<file path="src/rtl/core/assert_macros.svh">
// assertion macros for the rtl files
`ifndef ASSERT_MACROS_SVH
`define ASSERT_MACROS_SVH

// concurrent check on clk, held off while arst_n is low
`define ASSERT_CLK(label, prop, msg) \
	label: assert property (@(posedge clk) disable iff (!arst_n) (prop)) else $error(msg);

// concurrent check on clk that also runs during reset
`define ASSERT_CLK_ALWAYS(label, prop, msg) \
	label: assert property (@(posedge clk) (prop)) else $error(msg);

`endif

</file>
<file path="src/rtl/core/expg_pkg.sv">
// constants and types of the exp-golomb stream decoder
package expg_pkg;

	localparam int BITS_PER_BYTE = 8;
	localparam logic [7:0] PREVENTION_BYTE = 8'h03;
	localparam int DEF_MAX_PREFIX = 31;
	localparam int CODE_W = 32;
	localparam int SIGNED_W = 33;
	localparam int BITS_W = 6;

	// one decoded code before the output arithmetic
	typedef struct packed {
		logic [CODE_W-1:0] val;   // leading one followed by the suffix bits
		logic [BITS_W-1:0] bits;
		logic              ovf;
	} res_t;

endpackage

</file>
<file path="src/rtl/core/exp_golomb_stream_decoder.sv">
// bit-serial order-0 exp-golomb decoder for a byte stream
//
//  channel  dir  tdata (low bit up)                          tuser     tlast
//  s_*      in   stream_byte[7:0]                            restart   -
//  m_*      out  code_number[31:0] signed_number[64:32]      overflow  last_of_byte
//                code_bits[70:65] zero pad[71]
//  cfg_*    in   cfg_wdata = drop_prevention_bytes, written when cfg_wen is high
//
// a data byte is accepted and then decoded in 8 bit steps, one per cycle while no stall holds the shifter
// a dropped prevention byte gives no result
// each result is parked one stage so the last one of a byte can be flagged
// a stall on m_tready holds the bit shifter when a second result is due
// reset clears all control state, drop_prevention_bytes resets to 1
`include "assert_macros.svh"

module exp_golomb_stream_decoder import expg_pkg::*; #(
	parameter int MAX_PREFIX = DEF_MAX_PREFIX
) (
	input  logic        clk,
	input  logic        arst_n,
	input  logic        cfg_wen,
	input  logic        cfg_wdata,
	input  logic        s_tvalid,
	output logic        s_tready,
	input  logic [7:0]  s_tdata,   // stream_byte[7:0]
	input  logic        s_tuser,   // restart
	output logic        m_tvalid,
	input  logic        m_tready,
	output logic [71:0] m_tdata,   // code_number, signed_number, code_bits, pad
	output logic        m_tuser,   // overflow
	output logic        m_tlast    // last_of_byte
);

	localparam int CNT_W = $clog2(BITS_PER_BYTE + 1);
	localparam logic [BITS_W-1:0] MAXP = BITS_W'(MAX_PREFIX);
	localparam logic [BITS_W-1:0] OVF_BITS = BITS_W'(MAX_PREFIX + 1);

	// control state
	logic                     drop_q;
	logic                     in_suf_q;
	logic [BITS_W-1:0]        prefix_q;
	logic [BITS_W-1:0]        left_q;
	logic [CODE_W-1:0]        val_q;
	logic [1:0]               zrun_q;
	logic [BITS_PER_BYTE-1:0] shift_q;
	logic [CNT_W-1:0]         cnt_q;
	logic                     pend_valid_q;
	res_t                     pend_q;
	logic                     out_valid_q;

	// output payload
	logic [CODE_W-1:0]   out_num_q;
	logic [SIGNED_W-1:0] out_sgn_q;
	logic [BITS_W-1:0]   out_bits_q;
	logic                out_ovf_q;
	logic                out_last_q;

	logic                in_xfer;
	logic [1:0]          zbase;
	logic                drop_now;
	logic                out_free;
	logic                bit_now;
	logic                res_now;
	res_t                res;
	logic                step;
	logic                flush;
	logic                out_load;
	logic                out_last_n;
	logic                in_suf_n;
	logic [BITS_W-1:0]   prefix_n;
	logic [BITS_W-1:0]   left_n;
	logic [CODE_W-1:0]   val_n;
	logic [SIGNED_W-1:0] half;

	// input side
	assign in_xfer  = s_tvalid && s_tready;
	assign zbase    = s_tuser ? 2'd0 : zrun_q;
	assign drop_now = drop_q && (zbase == 2'd2) && (s_tdata == PREVENTION_BYTE);
	assign out_free = !out_valid_q || m_tready;
	assign s_tready = (cnt_q == '0) && (!pend_valid_q || out_free);

	// one bit of the decode
	always_comb begin
		bit_now  = shift_q[BITS_PER_BYTE-1];
		res_now  = 1'b0;
		res      = '0;
		in_suf_n = in_suf_q;
		prefix_n = prefix_q;
		left_n   = left_q;
		val_n    = val_q;
		if (!in_suf_q) begin
			if (!bit_now) begin
				if (prefix_q >= MAXP) begin
					res_now  = 1'b1;
					res.val  = CODE_W'(1);
					res.bits = OVF_BITS;
					res.ovf  = 1'b1;
					prefix_n = '0;
				end else begin
					prefix_n = prefix_q + BITS_W'(1);
				end
			end else if (prefix_q == '0) begin
				res_now  = 1'b1;
				res.val  = CODE_W'(1);
				res.bits = BITS_W'(1);
			end else begin
				in_suf_n = 1'b1;
				left_n   = prefix_q;
				val_n    = CODE_W'(1);
			end
		end else begin
			val_n  = {val_q[CODE_W-2:0], bit_now};
			left_n = left_q - BITS_W'(1);
			if (left_q == BITS_W'(1)) begin
				res_now  = 1'b1;
				res.val  = val_n;
				res.bits = {prefix_q[BITS_W-2:0], 1'b1};
				in_suf_n = 1'b0;
				prefix_n = '0;
				left_n   = '0;
			end
		end
	end

	// stepping, parking and output loading
	assign step       = (cnt_q != '0) && !(res_now && pend_valid_q && !out_free);
	assign flush      = (cnt_q == '0) && pend_valid_q && out_free;
	assign out_load   = flush || (step && res_now && pend_valid_q);
	assign out_last_n = flush;

	// output arithmetic from the parked code
	assign half = {2'b00, pend_q.val[CODE_W-1:1]};

	// control registers
	always_ff @(posedge clk or negedge arst_n) begin
		if (!arst_n) begin
			drop_q       <= 1'b1;
			in_suf_q     <= 1'b0;
			prefix_q     <= '0;
			left_q       <= '0;
			val_q        <= '0;
			zrun_q       <= 2'd0;
			shift_q      <= '0;
			cnt_q        <= '0;
			pend_valid_q <= 1'b0;
			pend_q       <= '0;
			out_valid_q  <= 1'b0;
		end else begin
			if (cfg_wen) begin
				drop_q <= cfg_wdata;
			end
			if (in_xfer) begin
				if (s_tuser) begin
					in_suf_q <= 1'b0;
					prefix_q <= '0;
					left_q   <= '0;
					val_q    <= '0;
				end
				if (drop_now) begin
					zrun_q <= 2'd0;
				end else begin
					if (s_tdata == 8'h00) begin
						zrun_q <= (zbase == 2'd2) ? 2'd2 : zbase + 2'd1;
					end else begin
						zrun_q <= 2'd0;
					end
					shift_q <= s_tdata;
					cnt_q   <= CNT_W'(BITS_PER_BYTE);
				end
			end
			if (step) begin
				in_suf_q <= in_suf_n;
				prefix_q <= prefix_n;
				left_q   <= left_n;
				val_q    <= val_n;
				shift_q  <= {shift_q[BITS_PER_BYTE-2:0], 1'b0};
				cnt_q    <= cnt_q - CNT_W'(1);
				if (res_now) begin
					pend_q       <= res;
					pend_valid_q <= 1'b1;
				end
			end
			if (flush) begin
				pend_valid_q <= 1'b0;
			end
			if (out_load) begin
				out_valid_q <= 1'b1;
			end else if (m_tready) begin
				out_valid_q <= 1'b0;
			end
		end
	end

	// output payload register
	always_ff @(posedge clk) begin
		if (out_load) begin
			out_num_q  <= pend_q.val - CODE_W'(1);
			out_sgn_q  <= pend_q.val[0] ? (SIGNED_W'(0) - half) : half;
			out_bits_q <= pend_q.bits;
			out_ovf_q  <= pend_q.ovf;
			out_last_q <= out_last_n;
		end
	end

	assign m_tvalid = out_valid_q;
	assign m_tdata  = {1'b0, out_bits_q, out_sgn_q, out_num_q};
	assign m_tuser  = out_ovf_q;
	assign m_tlast  = out_last_q;

	// checks
	`ASSERT_CLK(a_load_count, (in_xfer && !drop_now) |=> (cnt_q == CNT_W'(BITS_PER_BYTE)), "bit count not loaded")
	`ASSERT_CLK(a_suffix_left, in_suf_q |-> ((left_q != '0) && (left_q <= prefix_q)), "suffix count out of range")
	`ASSERT_CLK(a_prefix_limit, prefix_q <= MAXP, "prefix above limit")
	`ASSERT_CLK(a_flush_done, flush |=> !pend_valid_q, "parked result not flushed")

endmodule

</file>
<file path="config.mk">
export PLATFORM = sky130hd
export DESIGN_NAME = exp_golomb_stream_decoder
export DESIGN_NICKNAME = d
export VERILOG_FILES = /design/src/rtl/core/expg_pkg.sv /design/src/rtl/core/exp_golomb_stream_decoder.sv
export VERILOG_INCLUDE_DIRS = /design/src /design/src/rtl/core
export SDC_FILE = /design/constraint.sdc
export NUM_CORES = 1
export LEC_CHECK = 0
export BUFFER_PORTS_ARGS = -buffer_cell sky130_fd_sc_hd__buf_2
export CORE_MARGIN = 5
export CORE_UTILIZATION = 60
export DETAILED_ROUTE_END_ITERATION = 10
export PLACE_DENSITY = 0.82
export REMOVE_ABC_BUFFERS = 1
export SLEW_MARGIN = 15
export SYNTH_ARGS = -nofsm -noshare
export SYNTH_HDL_FRONTEND = slang
export SYNTH_SLANG_ARGS = --single-unit
</file>
<file path="constraint.sdc">
create_clock -name clk -period 13 [get_ports clk]
set_input_delay 1.3 -clock clk [delete_from_list [all_inputs] [get_ports clk]]
set_output_delay 1.3 -clock clk [all_outputs]
set_load 0.01 [all_outputs]
</file>
==> impl_metrics.toml <==
[routing]
vias = 5609
drtIter0Drc = 540
post_drt_wl_per_cell_um = 17.8
drc = 0
ant_nets = 0
via_per_inst = 5.94
detail_route.first_pass.iterations = 5
drt-total-wl_mm = 16.8

[synth]
async_flop_share_pct = 58.1
synth_area_um2 = 7830
synth_seq_cells = 172
syn_avg_cell_area_um2 = 11.2
synth_seq_area_share_pct = 59.6
yosys_warnings = 0
synth-edff-count = 72
ys_types = 62
postSynthCellCount = 696
synthFlopType = "dfrtp_1"

[flow_run]
maxCapViolCount = 0

[clock_network]
cts_resized = 0
clk_latency_ps = 430
post-cts-setup-buffers = 0
cts_buffers = 17
cts_hold_buf = 0
cts_buffer_depth = 2
cts_sinks = 172
tritoncts = "done"
cts-root-buf = "clkbuf_16"
htreeDepth = 4
cts.clk_slew.worst_paths_ps = 70

[timing]
period_needed_ps = 3580
rsz0062_at_grt = "no"
fmax_mhz = 279
fin_tns_setup_ps = 0
tightest_slew_ps = 1090
final.setup.worst_slack_ps = 9420
finClkSkew_ps = 8.32
final.period_utilization_pct = 27.6
finalMaxSlewViolations = 0
hold_viol = 0
slew_headroom_pct = 26.4
setup_violations = 0

[placement]
place.gp.congestion = 0.925
port_buffers = 89
dp_hpwl_mm = 11.4
dpl_worst_slack_ps = 9560
placed_cells_incl_taps = 913

[final_layout]
fin_nets = 785
syn_to_final_growth_pct = 14.7
nFillCells = 923
final_cells = 945
drive_gt1_share_pct = 18.8
diodes = 0
multi_input_area_um2 = 2900
ff_latch_area_um2 = 4670

[status]
status = "finished clean"

[die]
die_h_um = 124
core_area_um2 = 12700
num_rows = 41
ioPinCount = 91
die_w_um = 124
start_util_pct = 61.5
die_area_um2 = 15400

[critical_path]
cp_data_required_time_ps = 13310
worstPathArrival_ps = 3900
critPathMaxFanout = 30
crit_type = "reg2reg"
critPathCaptureType = "flip-flop"
cp-start-kind = "flip-flop"

[global_route]
use_met2_pct = 35.8
busiest_layer = "met2"
grt.met1_usage_pct = 29.5
grt_max_degree = 73
track_usage_pct = 22.3
met3_usage_pct = 5.62
grt_pass1_vias = 5510
antenna_found_initial = 0
grt_pass1_wl_mm = 28.4
grt-ovfl-total = 0

[pwr]
p_leak_nw = 4.11
ir_drop_mv = 0.137
finalPower_mw = 2.46
power_density_nw_per_um2 = 274

[min_path]
hold_path_class = "reg2reg"
[layer usage]
metal | wire length, µm | share of wire (%) | up-vias
met2 | 8410 | 50 | 243
li1 | - | - | 2633
met5 | 0 | 0 | -
met3 | 1160 | 6.9 | 32
met1 | 6920 | 41 | 2701
met4 | 325 | 1.9 | 0
[cell usage in the layout (no fill, tap or decap), types with 17 or more instances in the layout]
| cell | count |
|---|---|
| nand3_1 | 45 |
| buf_2 | 88 |
| nor3_1 | 17 |
| nand2_1 | 95 |
| inv_1 | 22 |
| xnor2_1 | 40 |
| a22o_1 | 38 |
| edfxtp_1 | 72 |
| xor2_1 | 19 |
| nor2_1 | 32 |
| dfrtp_1 | 99 |
| o21ai_0 | 17 |
| a21oi_1 | 17 |
| clkbuf_16 | 18 |
[worst max-delay path, stage by stage, from the launching register on]
cell and delay (ps):
dfrtp_1 570, or4_1 670, nor3_1 560, o21ai_0 530, and3_1 730, a22o_1 400
[cell families after synthesis]
logic type               Yosys count  share of synthesized area [%]
multiplexers                       5                          0.687
flip-flops                       172                           59.6
AND/OR/NAND/NOR                  250                           15.2
buffers and inverters             72                           3.77
other                              1                         0.0479
XOR/XNOR                          59                           6.60
adder cells (fa/ha/maj)           10                           1.60
AO/OA/AOI/OAI                    127                           12.5
[report_power, final]
group          total [mW]  internal, mW  switching, mW
clock network       0.529         0.321          0.208
registers           0.894         0.790          0.104
logic                1.04         0.405          0.636
[registers in the layout, indices dropped and copies added (netlist names)]
signal	count
drop_q	1
pend_valid_q	1
shift_q	8
m_tlast	1
in_suf_q	1
val_q	31
m_tuser	1
half	31
cnt_q	4
m_tvalid	1
left_q	6
prefix_q	6
out_num_q	32
zrun_q	2
pend_q	8
out_sgn_q	32
out_bits_q	6
[worst paths after layout]
path,endpoint,slack [ps],cells after the start,from
max,val_q[24],9420,5,in_suf_q
min,out_bits_q[2],450,0,pend_q[3]
max reg2reg,val_q[24],9420,5,in_suf_q
min reg2reg,out_bits_q[2],450,0,pend_q[3]
max in group asynchronous,half[5],11030,2,arst_n
min in group asynchronous,left_q[2],850,1,arst_n
[final cells by class]
| type | instances | share of cell area (%) |
|---|---|---|
| Timing Repair Buffer | 95 | 5.49 |
| Sequential cell | 172 | 52.0 |
| Clock inverter | 12 | 1.73 |
| Tap cell | 172 | 2.40 |
| Inverter | 22 | 0.920 |
| Clock buffer | 20 | 5.21 |
| Multi-Input combinational cell | 452 | 32.3 |
[stage by stage]
step                      area [µm²]  hold slack (ps)  utilization [%]
after floorplan                 7620              425                -
after global placement          8360              431             65.7
after detailed placement        8360              436             65.7
after CTS                       8980              452             70.6
after global routing            8980              469             70.6
final                           8980              451             70.6
[cell usage after synthesis (8+ instances only)]
cell | instances | area [µm²]
nor4_1 | 11 | 68.8
nor2_1 | 33 | 124
nor3_1 | 17 | 85.1
dfrtp_1 | 99 | 2480
inv_1 | 22 | 82.6
o21ai_0 | 17 | 85.1
and2_1 | 9 | 56.3
a22o_1 | 38 | 333
xnor2_1 | 40 | 350
a221o_1 | 8 | 80.1
ha_1 | 10 | 125
nand3_1 | 45 | 225
edfxtp_1 | 72 | 2160
a21oi_1 | 19 | 95.1
clkbuf_1 | 39 | 146
xor2_1 | 19 | 166
nand2_1 | 95 | 357
Power figures use the tool's default switching activity.
